### src/rtl/ccf_pkg.sv
`timescale 1ns / 1ps

package ccf_pkg;

	localparam int unsigned TIME_W    = 32;
	localparam int unsigned CODE_W    = 10;
	localparam int unsigned ISUM_W    = 15;
	localparam int unsigned MS_W      = 16;
	localparam int unsigned STATE_W   = 2;
	localparam int unsigned CFG_IDX_W = 3;
	localparam int unsigned CFG_DAT_W = 16;

	// charge_state codes as seen on the result channel
	localparam logic [STATE_W-1:0] ST_IDLE     = 2'd0;
	localparam logic [STATE_W-1:0] ST_CHARGING = 2'd1;
	localparam logic [STATE_W-1:0] ST_DONE     = 2'd2;
	localparam logic [STATE_W-1:0] ST_FAULT    = 2'd3;

	// configuration register indexes
	localparam logic [CFG_IDX_W-1:0] REG_FULL_VOLTAGE = 3'd0;
	localparam logic [CFG_IDX_W-1:0] REG_MIN_VOLTAGE  = 3'd1;
	localparam logic [CFG_IDX_W-1:0] REG_CURRENT_LIM  = 3'd2;
	localparam logic [CFG_IDX_W-1:0] REG_TEMP_LIM     = 3'd3;
	localparam logic [CFG_IDX_W-1:0] REG_DEBOUNCE     = 3'd4;
	localparam logic [CFG_IDX_W-1:0] REG_BLINK        = 3'd5;

	localparam logic [CODE_W-1:0] FULL_VOLTAGE_RST = 10'd234;
	localparam logic [CODE_W-1:0] MIN_VOLTAGE_RST  = 10'd167;
	localparam logic [ISUM_W-1:0] CURRENT_LIM_RST  = 15'd14014;
	localparam logic [CODE_W-1:0] TEMP_LIM_RST     = 10'd123;
	localparam logic [MS_W-1:0]   DEBOUNCE_RST     = 16'd50;
	localparam logic [MS_W-1:0]   BLINK_RST        = 16'd300;

	typedef struct packed {
		logic advance;
		logic run;
	} dbc_ctrl_t;

endpackage

### src/rtl/ccf_if.sv
`timescale 1ns / 1ps

interface ccf_tick_if;
	logic                            valid;
	logic                            ready;
	logic [ccf_pkg::TIME_W-1:0]      now_ms;
	logic                            button_level;
	logic [ccf_pkg::CODE_W-1:0]      battery_code;
	logic [ccf_pkg::ISUM_W-1:0]      current_sum;
	logic [ccf_pkg::CODE_W-1:0]      temp_code;

	modport source (output valid, now_ms, button_level, battery_code, current_sum, temp_code,
		input ready);
	modport sink (input valid, now_ms, button_level, battery_code, current_sum, temp_code,
		output ready);
endinterface

interface ccf_result_if;
	logic                            valid;
	logic                            ready;
	logic                            relay_on;
	logic                            led_charging;
	logic                            led_done;
	logic                            led_fault;
	logic [ccf_pkg::STATE_W-1:0]     charge_state;

	modport source (output valid, relay_on, led_charging, led_done, led_fault, charge_state,
		input ready);
	modport sink (input valid, relay_on, led_charging, led_done, led_fault, charge_state,
		output ready);
endinterface

interface ccf_cfg_if;
	logic                            valid;
	logic                            ready;
	logic [ccf_pkg::CFG_IDX_W-1:0]   index;
	logic [ccf_pkg::CFG_DAT_W-1:0]   data;

	modport source (output valid, index, data, input ready);
	modport sink (input valid, index, data, output ready);
endinterface

### src/rtl/ccf_debounce.sv
`timescale 1ns / 1ps

module ccf_debounce (
	input  logic                          clk,
	input  logic                          arst_n,
	input  ccf_pkg::dbc_ctrl_t            ctrl,
	input  logic                          pressed,
	input  logic [ccf_pkg::TIME_W-1:0]    now_ms,
	input  logic [ccf_pkg::MS_W-1:0]      debounce_ms,
	output logic                          press
);

	logic                         button_seen_q;
	logic [ccf_pkg::TIME_W-1:0]   change_time_q;
	logic                         await_release_q;
	logic                         blocked;
	logic                         changed;
	logic [ccf_pkg::TIME_W-1:0]   elapsed;

	assign blocked = await_release_q && pressed;
	assign changed = (pressed != button_seen_q);
	assign elapsed = now_ms - change_time_q;

	// a fresh edge restarts the timer, so it can never qualify on the same tick
	assign press = ctrl.run && !blocked && pressed && !changed &&
		(elapsed > {{(ccf_pkg::TIME_W-ccf_pkg::MS_W){1'b0}}, debounce_ms});

	always_ff @(posedge clk or negedge arst_n) begin
		if (!arst_n) begin
			button_seen_q   <= 1'b1;
			change_time_q   <= '0;
			await_release_q <= 1'b0;
		end else if (ctrl.advance) begin
			if (ctrl.run) begin
				await_release_q <= blocked || press;
				if (!blocked && changed) begin
					button_seen_q <= pressed;
					change_time_q <= now_ms;
				end
			end else begin
				await_release_q <= blocked;
			end
		end
	end

endmodule

### src/rtl/charge_controller_fsm_top.sv
`timescale 1ns / 1ps

// Battery charge controller state machine.
// tick (sink): one sample per transfer - timestamp, raw button level and the
//   battery, current-sum and temperature ADC codes.
// result (source): one item per tick - relay, three LEDs and the new state.
// cfg (sink): register writes, index 0..5 (full voltage, min voltage, current
//   limit, temperature limit, debounce time, blink time); other indexes are
//   dropped. Always ready; write only while no tick is in flight.
// Path: a tick is registered on transfer in the input register, evaluated
//   against the state registers and lands in the result register, where its
//   result is presented as valid.
// Throughput: one tick per clock unless result.ready is low; one state update per tick.
// Stall: the result register holds while result.ready is low; one more tick
//   waits in the input register, after which tick.ready drops.
// Reset: state returns to idle with the button taken as pressed, timers at
//   zero and the config registers at their defaults; both channels empty.
module charge_controller_fsm_top (
	input  logic          clk,
	input  logic          arst_n,
	ccf_tick_if.sink      tick,
	ccf_result_if.source  result,
	ccf_cfg_if.sink       cfg
);

	typedef enum logic [ccf_pkg::STATE_W-1:0] {
		MODE_IDLE     = ccf_pkg::ST_IDLE,
		MODE_CHARGING = ccf_pkg::ST_CHARGING,
		MODE_DONE     = ccf_pkg::ST_DONE,
		MODE_FAULT    = ccf_pkg::ST_FAULT
	} mode_t;

	logic [ccf_pkg::CODE_W-1:0] full_voltage_q;
	logic [ccf_pkg::CODE_W-1:0] min_voltage_q;
	logic [ccf_pkg::ISUM_W-1:0] current_lim_q;
	logic [ccf_pkg::CODE_W-1:0] temp_lim_q;
	logic [ccf_pkg::MS_W-1:0]   debounce_q;
	logic [ccf_pkg::MS_W-1:0]   blink_q;

	logic                       valid_s1;
	logic [ccf_pkg::TIME_W-1:0] now_s1;
	logic                       button_s1;
	logic [ccf_pkg::CODE_W-1:0] battery_s1;
	logic [ccf_pkg::ISUM_W-1:0] isum_s1;
	logic [ccf_pkg::CODE_W-1:0] temp_s1;

	mode_t                      mode_q;
	mode_t                      mode_next;
	logic                       blink_phase_q;
	logic [ccf_pkg::TIME_W-1:0] last_toggle_q;
	logic                       fault_led_q;

	logic                       res_valid_q;
	logic                       relay_q;
	logic                       led_charging_q;
	logic                       led_done_q;
	logic                       led_fault_q;
	logic [ccf_pkg::STATE_W-1:0] state_q;

	logic                       out_free;
	logic                       advance;
	logic                       pressed;
	logic                       press;
	logic                       fault_hit;
	logic                       toggle_due;
	logic                       led_next;
	logic [ccf_pkg::TIME_W-1:0] blink_elapsed;
	ccf_pkg::dbc_ctrl_t         dbc_ctrl;

	assign out_free   = !res_valid_q || result.ready;
	assign advance    = valid_s1 && out_free;
	assign tick.ready = !valid_s1 || out_free;
	assign cfg.ready  = 1'b1;

	always_ff @(posedge clk or negedge arst_n) begin
		if (!arst_n) begin
			full_voltage_q <= ccf_pkg::FULL_VOLTAGE_RST;
			min_voltage_q  <= ccf_pkg::MIN_VOLTAGE_RST;
			current_lim_q  <= ccf_pkg::CURRENT_LIM_RST;
			temp_lim_q     <= ccf_pkg::TEMP_LIM_RST;
			debounce_q     <= ccf_pkg::DEBOUNCE_RST;
			blink_q        <= ccf_pkg::BLINK_RST;
		end else if (cfg.valid) begin
			case (cfg.index)
				ccf_pkg::REG_FULL_VOLTAGE: full_voltage_q <= cfg.data[ccf_pkg::CODE_W-1:0];
				ccf_pkg::REG_MIN_VOLTAGE:  min_voltage_q  <= cfg.data[ccf_pkg::CODE_W-1:0];
				ccf_pkg::REG_CURRENT_LIM:  current_lim_q  <= cfg.data[ccf_pkg::ISUM_W-1:0];
				ccf_pkg::REG_TEMP_LIM:     temp_lim_q     <= cfg.data[ccf_pkg::CODE_W-1:0];
				ccf_pkg::REG_DEBOUNCE:     debounce_q     <= cfg.data;
				ccf_pkg::REG_BLINK:        blink_q        <= cfg.data;
				default: ;
			endcase
		end
	end

	always_ff @(posedge clk or negedge arst_n) begin
		if (!arst_n) begin
			valid_s1 <= 1'b0;
		end else if (tick.ready) begin
			valid_s1 <= tick.valid;
		end
	end

	always_ff @(posedge clk) begin
		if (tick.valid && tick.ready) begin
			now_s1     <= tick.now_ms;
			button_s1  <= tick.button_level;
			battery_s1 <= tick.battery_code;
			isum_s1    <= tick.current_sum;
			temp_s1    <= tick.temp_code;
		end
	end

	assign pressed        = !button_s1;
	assign dbc_ctrl.advance = advance;
	assign dbc_ctrl.run     = (mode_q != MODE_CHARGING);

	ccf_debounce u_debounce (
		.clk         (clk),
		.arst_n      (arst_n),
		.ctrl        (dbc_ctrl),
		.pressed     (pressed),
		.now_ms      (now_s1),
		.debounce_ms (debounce_q),
		.press       (press)
	);

	assign fault_hit = (battery_s1 < min_voltage_q) || (isum_s1 > current_lim_q) ||
		(temp_s1 > temp_lim_q);

	always_comb begin
		mode_next = mode_q;
		case (mode_q)
			MODE_CHARGING: begin
				if (fault_hit)
					mode_next = MODE_FAULT;
				else if (battery_s1 >= full_voltage_q)
					mode_next = MODE_DONE;
			end
			MODE_IDLE: begin
				if (press)
					mode_next = (battery_s1 < full_voltage_q && battery_s1 > min_voltage_q) ?
						MODE_CHARGING : MODE_FAULT;
			end
			default: begin
				if (press)
					mode_next = MODE_IDLE;
			end
		endcase
	end

	assign blink_elapsed = now_s1 - last_toggle_q;
	assign toggle_due    = (mode_next == MODE_FAULT) &&
		(blink_elapsed > {{(ccf_pkg::TIME_W-ccf_pkg::MS_W){1'b0}}, blink_q});
	assign led_next      = (mode_next != MODE_FAULT) ? 1'b0 :
		(toggle_due ? !blink_phase_q : fault_led_q);

	always_ff @(posedge clk or negedge arst_n) begin
		if (!arst_n) begin
			mode_q        <= MODE_IDLE;
			blink_phase_q <= 1'b0;
			last_toggle_q <= '0;
			fault_led_q   <= 1'b0;
			res_valid_q   <= 1'b0;
		end else begin
			if (advance) begin
				mode_q      <= mode_next;
				fault_led_q <= led_next;
				if (toggle_due) begin
					blink_phase_q <= !blink_phase_q;
					last_toggle_q <= now_s1;
				end
			end
			if (out_free)
				res_valid_q <= valid_s1;
		end
	end

	always_ff @(posedge clk) begin
		if (advance) begin
			relay_q        <= (mode_q == MODE_CHARGING);
			led_charging_q <= (mode_next == MODE_CHARGING);
			led_done_q     <= (mode_next == MODE_DONE);
			led_fault_q    <= led_next;
			state_q        <= mode_next;
		end
	end

	assign result.valid        = res_valid_q;
	assign result.relay_on     = relay_q;
	assign result.led_charging = led_charging_q;
	assign result.led_done     = led_done_q;
	assign result.led_fault    = led_fault_q;
	assign result.charge_state = state_q;

endmodule

### src/flat_wrapper.sv
// flat-port wrapper written by rule: the top's interface ports become plain ports
module charge_controller_fsm_top_flat 
  (clk, arst_n, tick_valid, tick_now_ms, tick_button_level, tick_battery_code, tick_current_sum, tick_temp_code, tick_ready, result_valid, result_relay_on, result_led_charging, result_led_done, result_led_fault, result_charge_state, result_ready, cfg_valid, cfg_index, cfg_data, cfg_ready);
  ccf_tick_if tick_i ();
  ccf_result_if result_i ();
  ccf_cfg_if cfg_i ();
  input  logic clk;
  input  logic arst_n;
  input wire logic [$bits(tick_i.valid)-1:0] tick_valid;
  input wire logic [$bits(tick_i.now_ms)-1:0] tick_now_ms;
  input wire logic [$bits(tick_i.button_level)-1:0] tick_button_level;
  input wire logic [$bits(tick_i.battery_code)-1:0] tick_battery_code;
  input wire logic [$bits(tick_i.current_sum)-1:0] tick_current_sum;
  input wire logic [$bits(tick_i.temp_code)-1:0] tick_temp_code;
  output wire logic [$bits(tick_i.ready)-1:0] tick_ready;
  output wire logic [$bits(result_i.valid)-1:0] result_valid;
  output wire logic [$bits(result_i.relay_on)-1:0] result_relay_on;
  output wire logic [$bits(result_i.led_charging)-1:0] result_led_charging;
  output wire logic [$bits(result_i.led_done)-1:0] result_led_done;
  output wire logic [$bits(result_i.led_fault)-1:0] result_led_fault;
  output wire logic [$bits(result_i.charge_state)-1:0] result_charge_state;
  input wire logic [$bits(result_i.ready)-1:0] result_ready;
  input wire logic [$bits(cfg_i.valid)-1:0] cfg_valid;
  input wire logic [$bits(cfg_i.index)-1:0] cfg_index;
  input wire logic [$bits(cfg_i.data)-1:0] cfg_data;
  output wire logic [$bits(cfg_i.ready)-1:0] cfg_ready;
  assign tick_i.valid = tick_valid;
  assign tick_i.now_ms = tick_now_ms;
  assign tick_i.button_level = tick_button_level;
  assign tick_i.battery_code = tick_battery_code;
  assign tick_i.current_sum = tick_current_sum;
  assign tick_i.temp_code = tick_temp_code;
  assign tick_ready = tick_i.ready;
  assign result_valid = result_i.valid;
  assign result_relay_on = result_i.relay_on;
  assign result_led_charging = result_i.led_charging;
  assign result_led_done = result_i.led_done;
  assign result_led_fault = result_i.led_fault;
  assign result_charge_state = result_i.charge_state;
  assign result_i.ready = result_ready;
  assign cfg_i.valid = cfg_valid;
  assign cfg_i.index = cfg_index;
  assign cfg_i.data = cfg_data;
  assign cfg_ready = cfg_i.ready;
  charge_controller_fsm_top u_core (.clk(clk), .arst_n(arst_n), .tick(tick_i), .result(result_i), .cfg(cfg_i));
endmodule
### config.mk
export PLATFORM = sky130hd
export DESIGN_NAME = charge_controller_fsm_top_flat
export DESIGN_NICKNAME = d
export VERILOG_FILES = /design/src/rtl/ccf_pkg.sv /design/src/rtl/ccf_if.sv /design/src/rtl/ccf_debounce.sv /design/src/rtl/charge_controller_fsm_top.sv /design/src/flat_wrapper.sv
export SDC_FILE = /design/constraint.sdc
export NUM_CORES = 1
export LEC_CHECK = 0
export ABC_AREA = 1
export BUFFER_PORTS_ARGS = -buffer_cell sky130_fd_sc_hd__buf_4
export CORE_MARGIN = 2
export CORE_UTILIZATION = 25
export CTS_BUF_LIST = sky130_fd_sc_hd__clkbuf_8 sky130_fd_sc_hd__clkbuf_16
export DETAILED_ROUTE_END_ITERATION = 12
export GPL_TIMING_DRIVEN = 1
export PLACE_DENSITY = 0.43
export SLEW_MARGIN = 0
export SYNTH_ARGS = -nofsm -noshare
export SYNTH_HDL_FRONTEND = slang
export SYNTH_SLANG_ARGS = --single-unit
### constraint.sdc
create_clock -name clk -period 4.1 [get_ports clk]
set_input_delay 0.41 -clock clk [delete_from_list [all_inputs] [get_ports clk]]
set_output_delay 0.41 -clock clk [all_outputs]
set_load 0.01 [all_outputs]
==> metrics.md, run 1 <==
| Metric | Value |
|---|---|
| Pwr Density | `673 mW/mm^2` |
| # fillers | `6182` |
| Core area | `0.0579 mm^2` |
| CTS buffer count | `29` |
| Hold Crit Class | `in -> reg` |
| IO buf count | `99` |
| Mapped cell area | `0.0147 mm^2` |
| Worst-case clock skew | `0.0175 ns` |
| VDD IR max | `0.000329 V` |
| Chip height | `247 um` |
| Cells after DPL | `2793` |
| Clk sinks | `223` |
| CTS root buffer | `clkbuf_16` |
| Fin crit period | `3.90 ns` |
| Most frequent cells in the layout | `nand2_1, inv_1, buf_4` |
| Crit Path Category | `reg -> reg` |
| Drt pass-1 iters | `5` |
| DR WL/cell | `15.5 um` |
| Vias in the first global route | `12800` |
| Max Clk Rate | `256 MHz` |
| CTS tree | `yes` |
| Post-synth ARST share | `0.668` |
| Mux cell area share after synthesis | `0.000766` |
| Cells after synthesis | `1914` |
| Crit path launch type | `flip-flop` |
| Num ports | `101` |
| Yosys warns | `0` |
| Max FO, Critical Path | `8` |
| Ys flop type | `dfrtp_1` |
| Layout net count | `2378` |
| CP arrival | `4.37 ns` |
| Max-slew violation count | `0` |
| Crit path capture type | `flip-flop` |
| First-pass GRT wire length | `70800 um` |
| Footprint of the multi-input gates | `0.00787 mm^2` |
| Most common cell after layout, fill and taps aside | `nand2_1` |
| Largest net degree at the start of global routing | `66` |
| Status | `finished clean` |
| Total grt overflow | `0` |
| Initial antenna violation count | `0` |
| Final Hold Viols | `0` |
| Leakage power | `9.46 nW` |
| Non-filler cells, final | `2933` |
| Slowest-stage cell, CP | `fa_2` |
| Die X | `247 um` |
| Gpl congestion | `0.878` |
| Post-synthesis simple-gate area fraction | `0.249` |
| Unrepaired setup endpoints after global routing | `yes` |
| FF/Latch Area | `0.00599 mm^2` |
| Count of different cell masters after synthesis | `49` |
| Clk slew on worst S/H paths | `0.06 ns` |
| Die area | `0.0608 mm^2` |
| Hpwl dp | `34600 um` |
| Total track usage | `0.148` |
| Flops & latches, synth | `223` |
| Rows | `88` |
| Syn nets | `2147` |
| Adder-cell share of the synthesized area | `0.121` |
| Worst EP required | `4.56 ns` |
| Routed wire length | `45600 um` |
| DRC Markers | `0` |
| Post-synthesis sequential area ratio | `0.407` |
| Fin crit share | `0.952` |
| Critical path's most frequent cell | `nand2_1` |
| Syn avg cell area | `7.69 um^2` |
| Worst slew margin | `0.334` |
| DR vias/cell | `4.43` |
| Synth Area in Compound Gates | `0.0968` |
| Vias | `13000` |
| Initial Utilization | `0.254` |
| First-iteration detailed-routing DRC count | `673` |
| Share of cells above drive strength 1 | `0.184` |
| Post-placement cell area | `0.0166 mm^2` |
| Clock tree buffer depth | `3` |
| Post-synth EDFFs | `74` |
| DRT antenna net count | `0` |
| Least-Margin Pin Slew | `0.996 ns` |
| Crit-path max cell delay | `0.38 ns` |
| Design area | `0.0192 mm^2` |
| Latest clock arrival within the worst-skew pair | `0.58 ns` |
| Maxcap violations | `0` |
| Final setup violation count | `0` |
| Largest family of logic cells by synthesized area | `simple AND/OR/NAND/NOR gates` |
| Final setup TNS | `0 ns` |
| Synth Area in XOR/XNOR | `0.0214` |
| CTS H-Tree Depth | `1` |
| Layout area overhead | `30.4%` |
| Number of diodes | `0` |
cell families after synthesis:
kind of cell	count (synthesis)
AOI/OAI and AO/OA	269
xor gates and xnor gates	36
adders and majority gates	141
buffers and inverters	376
DFF	223
muxes	1
other	1
and+or+nand+nor	867
synthesized netlist by cell type (5+ instances only):
cell,number,area (um^2)
a21o_1,5,37.5
a21oi_1,120,601
a31oi_1,5,31.3
buf_6,8,90.1
clkbuf_1,21,78.8
dfrtp_1,115,2880
dfstp_2,34,893
edfxtp_1,74,2220
ha_1,139,1740
inv_1,334,1250
nand2_1,552,2070
nand2_2,13,81.3
nand3_1,65,325
nand4_1,54,338
nor2_1,131,492
nor2_2,12,75.1
nor3_1,15,75.1
o21ai_0,119,596
o21bai_1,6,45.0
xor2_1,32,280
report_power, final:
| part | switching (mW) | internal (mW) | total [mW] |
|---|---|---|---|
| clock | 1.04 | 1.63 | 2.66 |
| combinational | 4.27 | 2.77 | 7.03 |
| sequential | 0.296 | 2.91 | 3.21 |
| total | 5.60 | 7.31 | 12.9 |
final timing paths:
| check | from | slack [ns] | endpoint | cells past startpoint |
|---|---|---|---|---|
| hold reg to reg | u_core.last_toggle_q[26]$_DFFE_PN0P_ | 0.48 | u_core.last_toggle_q[26]$_DFFE_PN0P_ | 2 |
| setup / recovery | u_core.now_s1[0]$_DFFE_PP_ | 0.20 | u_core.last_toggle_q[27]$_DFFE_PN0P_ | 29 |
| max in group asynchronous | arst_n | 2.74 | u_core.blink_q[8]$_DFFE_PN1P_ | 3 |
| setup reg to reg | u_core.now_s1[0]$_DFFE_PP_ | 0.20 | u_core.last_toggle_q[27]$_DFFE_PN0P_ | 29 |
| hold / removal | tick_now_ms[7] | 0.03 | u_core.now_s1[7]$_DFFE_PP_ | 1 |
| min in group asynchronous | arst_n | 0.43 | u_core.u_debounce.change_time_q[23]$_DFFE_PN0P_ | 2 |
sequential cells by signal, summed over array words and instances, names as in the netlist, 2 cells and up:
name,count
u_core.temp_s1,10
u_core.u_debounce.change_time_q,32
u_core.min_voltage_q,10
u_core.battery_s1,10
u_core.result.charge_state,2
u_core.isum_s1,15
u_core.mode_q,2
u_core.debounce_q,16
u_core.blink_q,16
u_core.current_lim_q,15
u_core.full_voltage_q,10
u_core.now_s1,32
u_core.last_toggle_q,32
u_core.temp_lim_q,10
area by class of cell:
cell class | instances | area share
clock buffers | 33 | 0.0413
well taps | 765 | 0.0499
flip-flops and latches | 223 | 0.312
repair buffers | 238 | 0.109
clock inverters | 21 | 0.0107
multi-input cells | 1315 | 0.410
inverters | 338 | 0.0662
what timing repair did:
item | 4_1_cts | 5_1_grt
hold buffers | 62 | 0
setup buffers | 2 | 19
pin swaps | 3 | 55
resized for setup | 8 | 142
endpoints found under the setup margin | 33 | 41
cloned | 0 | 3
hold endpoints to repair | 121 | 0
per-layer routing:
metal	share of wire	up-vias	track usage
li1	-	6613	-
met1	0.46	6105	0.195
met2	0.48	235	0.260
met3	0.034	53	0.0183
met4	0.021	0	0.0314
met5	0	-	0
metrics by stage:
step	utilization	power [mW]	setup slack [ns]	hold WS [ns]
floorplan	-	7.57	0.598	0.114
finish	0.331	12.9	0.195	0.0282
global placement	0.287	9.38	-0.0950	0.464
detailed placement	0.287	9.43	-0.131	0.467
CTS	0.316	12.3	0.00993	0.000805
global route	0.331	14.1	-0.129	0.00702
worst max-delay path: cells and delay by family (launching register included):
family,cells,cell delay [ns]
flip-flops,1,0.36
adder cells (fa/ha/maj),3,0.86
buffers and inverters,3,0.40
XOR/XNOR,1,0.22
AND/OR/NAND/NOR,22,1.97
Note: power is estimated with default switching activity, not from simulation.
==> inputs of run 2 (changes only) <==
--- a/config.mk
+++ b/config.mk
@@ -8,11 +8,11 @@
 export ABC_AREA = 1
 export BUFFER_PORTS_ARGS = -buffer_cell sky130_fd_sc_hd__buf_4
 export CORE_MARGIN = 2
-export CORE_UTILIZATION = 25
+export CORE_UTILIZATION = 37
 export CTS_BUF_LIST = sky130_fd_sc_hd__clkbuf_8 sky130_fd_sc_hd__clkbuf_16
 export DETAILED_ROUTE_END_ITERATION = 12
 export GPL_TIMING_DRIVEN = 1
-export PLACE_DENSITY = 0.43
+export PLACE_DENSITY = 0.58
 export SLEW_MARGIN = 0
 export SYNTH_ARGS = -nofsm -noshare
 export SYNTH_HDL_FRONTEND = slang
==> constraint.sdc (replaced) <==
create_clock -name clk -period 3.25 [get_ports clk]
set_input_delay 0.325 -clock clk [delete_from_list [all_inputs] [get_ports clk]]
set_output_delay 0.325 -clock clk [all_outputs]
set_load 0.01 [all_outputs]
==> run 2 against run 1 <==
- the run now ends with setup timing left
- global-route usage increased by 5.9 points
- cell count down 3.7%
- count of clock-buffer cells in the layout decreased by 4
- critical path depth shrank 1
- total power is 31% higher
==> metrics.md, run 2 (synthesis results as in run 1) <==
| Metric | Value |
|---|---|
| VDD IR max | `0.000475 V` |
| Worst-case clock skew | `0.0179 ns` |
| Worst EP required | `3.69 ns` |
| Die area | `0.0414 mm^2` |
| Gpl congestion | `0.897` |
| DR WL/cell | `15.2 um` |
| DRT antenna net count | `0` |
| Routed wire length | `43100 um` |
| Crit path to | `u_core.last_toggle_q[14]$_DFFE_PN0P_` |
| Core area | `0.0395 mm^2` |
| Layout net count | `2511` |
| CTS root buffer | `clkbuf_16` |
| Vias in the first global route | `13400` |
| Initial antenna violation count | `0` |
| DR vias/cell | `4.72` |
| Hold Crit Class | `in -> reg` |
| Pwr Density | `847 mW/mm^2` |
| Final setup violation count | `42` |
| IO buf count | `99` |
| Total grt overflow | `0` |
| Crit Path Category | `reg -> reg` |
| Buf/Inv on CP | `3` |
| CTS H-Tree Depth | `1` |
| Setup slack after layout | `-0.661 ns` |
| Fin crit share | `1.20` |
| CP arrival | `4.35 ns` |
| Final Hold Viols | `0` |
| Crit Reg-Reg Startpoint | `u_core.now_s1[8]$_DFFE_PP_` |
| Vias | `13300` |
| Hpwl dp | `31900 um` |
| DRC Markers | `0` |
| Status | `finished with violations` |
| Drt pass-1 iters | `5` |
| Worst reg2reg path endpoint | `u_core.last_toggle_q[14]$_DFFE_PN0P_` |
| Layout area overhead | `35.7%` |
| Crit path launch type | `flip-flop` |
| Clk slew on worst S/H paths | `0.06 ns` |
| CTS buffer count | `27` |
| Most common cell after layout, fill and taps aside | `nand2_1` |
| Die X | `203 um` |
| Largest net degree at the start of global routing | `67` |
| R2r setup slk | `-0.66 ns` |
| CP top delay family | `simple AND/OR/NAND/NOR gates` |
| CTS tree | `yes` |
| Crit path capture type | `flip-flop` |
| Initial Utilization | `0.373` |
| # fillers | `3818` |
| Worst slew margin | `0.367` |
| Maxcap violations | `0` |
| Chip height | `203 um` |
| Crit. Startpoint | `u_core.now_s1[8]$_DFFE_PP_` |
| Hold_ws | `0.0675 ns` |
| Slowest-stage cell, CP | `edfxtp_1` |
| Share of cells above drive strength 1 | `0.244` |
| CP Depth | `28` |
| Max-slew violation count | `0` |
| First-iteration detailed-routing DRC count | `751` |
| First-pass GRT wire length | `68400 um` |
| Latest clock arrival within the worst-skew pair | `0.57 ns` |
| Rows | `73` |
| Violated checks | `setup timing` |
| Max Clk Rate | `256 MHz` |
| Number of diodes | `0` |
| Reg2Reg Depth | `28` |
| Unrepaired setup endpoints after global routing | `yes` |
| Crit-path max cell delay | `0.48 ns` |
| Top flop regs | `u_core.last_toggle_q (32), u_core.now_s1 (32), u_core.u_debounce.change_time_q (32)` |
| Max FO, Critical Path | `15` |
| Final setup TNS | `-24.65 ns` |
| Most frequent cells in the layout | `nand2_1, inv_1, buf_4` |
| Least-Margin Pin Slew | `0.947 ns` |
| Leakage power | `10.0 nW` |
| Num ports | `101` |
| Clk sinks | `223` |
| Fin crit period | `3.91 ns` |
| Clock tree buffer depth | `3` |
| Total track usage | `0.208` |
-- run 2: power breakdown --
part | internal, mW | leakage [nW] | switching (mW)
Sequential | 3.67 | 2.47 | 0.388
Combinational | 4.38 | 7.11 | 5.69
Clock | 1.56 | 0.450 | 1.22
Total | 9.61 | 10.0 | 7.30
-- run 2: what timing repair did --
item,4_1_cts,5_1_grt
buffers inserted,6,16
endpoints found under the hold margin,123,0
endpoints found under the setup margin,42,42
cloned,0,3
hold buffers,71,0
pin swaps,6,50
gates resized for setup,47,137
-- run 2: layout make-up --
type	count	area (um^2)	area share
Multi-Input combinational cell	1315	8080	0.405
Sequential cell	223	5990	0.300
Timing Repair Buffer	373	3130	0.157
Inverter	338	1280	0.0639
Clock buffer	29	703	0.0352
Tap cell	525	657	0.0329
Clock inverter	21	111	0.00558
-- run 2: how the worst min path moves through the flow --
stage | start | end | slack (ns) | cells after the start
after global routing | cfg_data[15] | u_core.blink_q[15]$_DFFE_PN0P_ | 0.05 | 3
after CTS | cfg_data[15] | u_core.blink_q[15]$_DFFE_PN0P_ | 0.04 | 3
after floorplan | arst_n | u_core.blink_phase_q$_DFFE_PN0P_ | 0.03 | 0
after detailed placement | arst_n | u_core.current_lim_q[14]$_DFFE_PN0P_ | 0.38 | 1
final | cfg_data[15] | u_core.blink_q[15]$_DFFE_PN0P_ | 0.07 | 3
after global placement | arst_n | u_core.current_lim_q[14]$_DFFE_PN0P_ | 0.38 | 1
-- run 2: tightest hold or removal path, stage by stage --
cell and delay, ns:
buf_4 0.12, inv_1 0.05, o21ai_0 0.08
-- run 2: layer usage --
| layer | global-route usage | part of all wire | wire length [um] | vias up |
|---|---|---|---|---|
| li1 | - | - | - | 6860 |
| met1 | 0.274 | 0.46 | 19800 | 6163 |
| met2 | 0.355 | 0.48 | 20500 | 254 |
| met3 | 0.0246 | 0.036 | 1570 | 61 |
| met4 | 0.0675 | 0.029 | 1250 | 0 |
| met5 | 0 | 0 | 0 | - |
-- run 2: metrics by stage --
stage          utilization  cell area [um^2]  power, mW  std cells  worst slack [ns]
5_1_grt              0.506             20000       18.4       2824            -0.916
3_3_place_gp         0.439             17300       12.6       2678            -0.727
2_1_floorplan            -             14800       9.63       1914            -0.121
6_report             0.506             20000       16.9       2824            -0.661
3_5_place_dp         0.439             17300       12.7       2678            -0.801
4_1_cts              0.486             19200       16.1       2805            -0.590
